[config.mk]
export PLATFORM = sky130hd
export DESIGN_NAME = vn2d_mix_lane
export DESIGN_NICKNAME = d
export VERILOG_FILES = /design/src/hdl/vn2d_pkg.sv /design/src/hdl/vn2d_mix_lane.sv
export SDC_FILE = /design/constraint.sdc
export NUM_CORES = 1
export LEC_CHECK = 0
export ABC_AREA = 1
export BUFFER_PORTS_ARGS = -buffer_cell sky130_fd_sc_hd__buf_2
export CAP_MARGIN = 20
export CORE_ASPECT_RATIO = 0.5
export CORE_UTILIZATION = 51
export CTS_CLUSTER_SIZE = 16
export DETAILED_ROUTE_END_ITERATION = 8
export GPL_ROUTABILITY_DRIVEN = 0
export PLACE_DENSITY = 0.76
export REMOVE_ABC_BUFFERS = 1
export SLEW_MARGIN = 15
export SYNTH_ARGS = -nofsm -noshare
export SYNTH_HDL_FRONTEND = slang
export SYNTH_SLANG_ARGS = --single-unit
[constraint.sdc]
create_clock -name clk -period 8 [get_ports clk]
set_input_delay 1.2 -clock clk [delete_from_list [all_inputs] [get_ports clk]]
set_output_delay 1.2 -clock clk [all_outputs]
set_load 0.02 [all_outputs]
[src/hdl/vn2d_pkg.sv]
`timescale 1ns / 1ps
// ----------------------------------------------------------------------------
// vn2d_pkg
// Shared constants, types and the blend function of the 2D value noise core.
// ----------------------------------------------------------------------------
package vn2d_pkg;

    // Configuration register indexes
    localparam logic REG_HASH_SEED     = 1'b0;
    localparam logic REG_INVERSE_SCALE = 1'b1;

    // Register reset values
    localparam logic [31:0] HASH_SEED_RESET = 32'h0000_0000;
    localparam logic [23:0] INV_SCALE_RESET = 24'h01_0000;

    // Hash mixer multipliers
    localparam logic [31:0] HASH_MUL_X = 32'h9E37_79B9;
    localparam logic [31:0] HASH_MUL_Z = 32'h85EB_CA6B;
    localparam logic [31:0] MIX_MUL_A  = 32'h7FEB_352D;
    localparam logic [31:0] MIX_MUL_B  = 32'h846C_A68B;

    // 3 * 2^16 for the smoothstep term
    localparam logic [17:0] SMOOTH_THREE = 18'h3_0000;

    // Rounding constant for the Q0.16 weight (2^31)
    localparam logic [50:0] WEIGHT_ROUND = 51'h0_8000_0000;

    // Per-stage advance strobes of one hash lane
    typedef struct packed {
        logic s3;
        logic s4;
        logic s5;
        logic s6;
    } lane_adv_t;

    // lerp(a, b, w) = (a*(65536 - w) + b*w + 32768) >> 16, written as
    // (a*65536 + (b - a)*w + 32768) >> 16 so it needs one multiplier.
    function automatic logic [23:0] blend(
        input logic [23:0] a,
        input logic [23:0] b,
        input logic [16:0] w
    );
        logic signed [24:0] diff;
        logic signed [17:0] ws;
        logic signed [42:0] prod;
        logic signed [42:0] acc;
        diff = $signed({1'b0, b}) - $signed({1'b0, a});
        ws   = $signed({1'b0, w});
        prod = diff * ws;
        acc  = $signed({3'b000, a, 16'h0000}) + prod + 43'sd32768;
        if (acc[40])
        begin
            blend = 24'hFF_FFFF;
        end
        else
        begin
            blend = acc[39:16];
        end
    endfunction

endpackage

[src/hdl/vn2d_mix_lane.sv]
`timescale 1ns / 1ps
// ----------------------------------------------------------------------------
// vn2d_mix_lane
// Four-stage finalizer of one lattice corner hash; yields the top 24 bits.
// ----------------------------------------------------------------------------
module vn2d_mix_lane
(
    input  logic                clk,
    input  vn2d_pkg::lane_adv_t adv,
    input  logic [31:0]         h_in,
    output logic [23:0]         value
);

    logic [31:0] h3_reg, h3_next;
    logic [31:0] h4_reg, h4_next;
    logic [31:0] h5_reg, h5_next;
    logic [23:0] v6_reg, v6_next;
    logic [31:0] t5;

    // Fold, multiply, fold and multiply, final fold
    always_comb
    begin
        h3_next = h_in ^ (h_in >> 16);
        h4_next = h3_reg * vn2d_pkg::MIX_MUL_A;
        t5      = h4_reg ^ (h4_reg >> 15);
        h5_next = t5 * vn2d_pkg::MIX_MUL_B;
        // (h ^ (h >> 16)) >> 8 is (h >> 8) ^ (h >> 24)
        v6_next = h5_reg[31:8] ^ {16'h0000, h5_reg[31:24]};
    end

    always_ff @(posedge clk)
    begin
        if (adv.s3)
        begin
            h3_reg <= h3_next;
        end
        if (adv.s4)
        begin
            h4_reg <= h4_next;
        end
        if (adv.s5)
        begin
            h5_reg <= h5_next;
        end
        if (adv.s6)
        begin
            v6_reg <= v6_next;
        end
    end

    assign value = v6_reg;

endmodule

==> flow_summary.ini <==
[global_route]
antenna_found_initial = 0
grt_pass1_wl_mm = 81.5
grt_max_degree = 33
track_usage_pct = 25.0
overflow = 0
grt_pass1_vias = 15600

[worst_setup_path]
critical_path.startpoint_type = flip-flop
worstPathMaxFanout = 8
endpoint_kind = flip-flop
rrSetupSlack_ps = 1050
reg2reg_to = h5_reg[31]$_DFFE_PP_
r2r-start = h4_reg[17]$_DFFE_PP_
required_ps = 8170
path_class = flip-flop to flip-flop
rr_worst_depth = 24
crit_arrival_ps = 7120
cp-startpoint = h4_reg[17]$_DFFE_PP_

[final_layout]
final_area_um2 = 22800
instances_no_fill = 2837
fin_nets = 3060
area_growth_pct = 6.18
antenna_cells = 0
fillers = 3504
drive_gt1_share_pct = 4.44

[logic_synthesis]
avgSynthCellArea_um2 = 9.68
synth_seq_cells = 112
yosysSeqAreaShare_pct = 15.7
synthesis.area_um2 = 21400
synth_edf_count = 112
yosys.area.top_type = fa_1
synthTopCellsByCount = inv_1 (708), ha_1 (374), fa_1 (357)
yosysMostFrequentCell = inv_1
ys.flop_type = edfxtp_1
ys_types = 34
synth_area_leaders = fa_1 (33%), ha_1 (22%), edfxtp_1 (16%)
ys_async_sr_fraction_pct = 0
ys_warn_count = 0
netlist.area_leader.share_pct = 33.3
synth_cells = 2215

[timing]
worstMarginPinSlew_ps = 774
hold_viol = 0
fin_tns_setup_ps = 0
post-route-period-util_pct = 86.9
finalSetupViolCount = 0
hold_ws_ps = 424
fin_crit_ps = 6950
fmax_ghz = 0.144
rsz0062_at_grt = no
finClkSkew_ps = 19.9
finalMaxSlewViolations = 0
timing.max_slew.rel_slack_pct = 48.4

[clock_network]
clk_pin_slew_ps = 100
worstSkewPairLatency_ps = 410
htreeDepth = 3
cts_buffers = 9
cts_sinks = 112
post_cts_buffers = 0
cts_buffer_depth = 2
hold_buffers = 0
cts-root-buf = clkbuf_16
cts_tree = built
post_cts_resized = 0

[hold_path]
min_from = h5_reg[17]$_DFFE_PP_
worstHoldEndpoint = value[9]$_DFFE_PP_
min_path_type = flip-flop to flip-flop
hold_path_depth = 0

[placed_design]
portBuffers = 60
place_hpwl_mm = 44.6
dpl.cell_count = 2821
place_area_um2 = 22500

[routing]
drt_iter0_drc = 989
first_pass_iters = 7
drcViolationCount = 0
viasPerCell = 5.17
ant_nets = 0
routed_wl_mm = 51.1
vias = 14700
routedWlPerCell_um = 18.0

[flow_run]
max-cap-violations = 0

[die]
initial_utilization_pct = 52.4
core_um2 = 40900
rows = 52
ioPinCount = 61
dieHeight_um = 147
die_w_um = 292
dieArea_um2 = 42900

[status]
status = completed
[cells in the final DEF (no fill, tap or decap), types with 2 or more instances in the layout]
master	instances
o211ai_1	4
buf_4	8
fa_1	357
o21ai_0	25
xor2_1	95
nor3_1	13
xnor2_1	36
clkbuf_16	9
buf_2	60
nand2_1	259
nand4_1	12
nand3_1	52
or2_2	5
nand2_2	6
a21oi_1	60
a21o_1	13
clkinv_8	2
inv_1	708
inv_6	4
nand3b_1	4
nand3_2	2
o21bai_1	11
a31oi_1	4
nor2_1	49
ha_1	374
edfxtp_1	112
[cells by family after synthesis]
logic type	count (synthesis)	share of synthesized area (%)
adder cells (fa/ha/maj)	731	55.1
buffers and inverters	711	12.5
AND/OR/NAND/NOR	404	7.87
XOR/XNOR	133	5.50
AO/OA/AOI/OAI	124	3.34
flip-flops	112	15.7
[worst max-delay path by stage]
stage,to,slack (ps)
after global placement,h5_reg[30]$_DFFE_PP_,1140
after floorplan,h5_reg[26]$_DFFE_PP_,1790
after global routing,h5_reg[27]$_DFFE_PP_,800
after detailed placement,h5_reg[30]$_DFFE_PP_,1110
final,h5_reg[31]$_DFFE_PP_,1050
after CTS,h5_reg[30]$_DFFE_PP_,1120
[metrics by stage]
step	utilization, %	setup slack [ps]
2_1_floorplan	-	1790
3_3_place_gp	54.9	1140
3_5_place_dp	54.9	1110
4_1_cts	55.6	1120
5_1_grt	55.6	802
6_report	55.6	1050
[metal layers]
layer	vias to the layer above	track usage [%]	share of wire (%)	wire length (um)
li1	6852	-	-	-
met3	139	4.24	6.1	3120
met5	-	0	0	0
met2	517	42.5	47	24100
met4	0	9.34	4.1	2080
met1	7165	32.3	43	21800
[critical path: stages (launching register included)]
cell	delay [ps]
edfxtp_1	600
xnor2_1	600
inv_1	340
ha_1	530
inv_1	100
fa_1	510
inv_1	40
ha_1	200
fa_1	390
fa_1	490
inv_1	50
fa_1	540
fa_1	420
fa_1	490
inv_1	50
ha_1	410
nand2_1	130
o21ai_0	230
nand2_1	90
o211ai_1	130
a21oi_1	90
nand2_1	100
inv_1	50
nand3_1	80
nand2_1	60
[layout make-up]
class,instances,area [um2],share of cell area [%]
timing repair buffer,68,360,1.58
multi-input combinational,1392,15400,67.7
tap,540,676,2.97
sequential,112,3360,14.8
clock buffer,9,225,0.989
clock inverter,7,75.1,0.330
inverter,709,2660,11.7
Power is not shown: default switching activity piles up to over one toggle a cycle in this logic, so the estimate is an artifact.
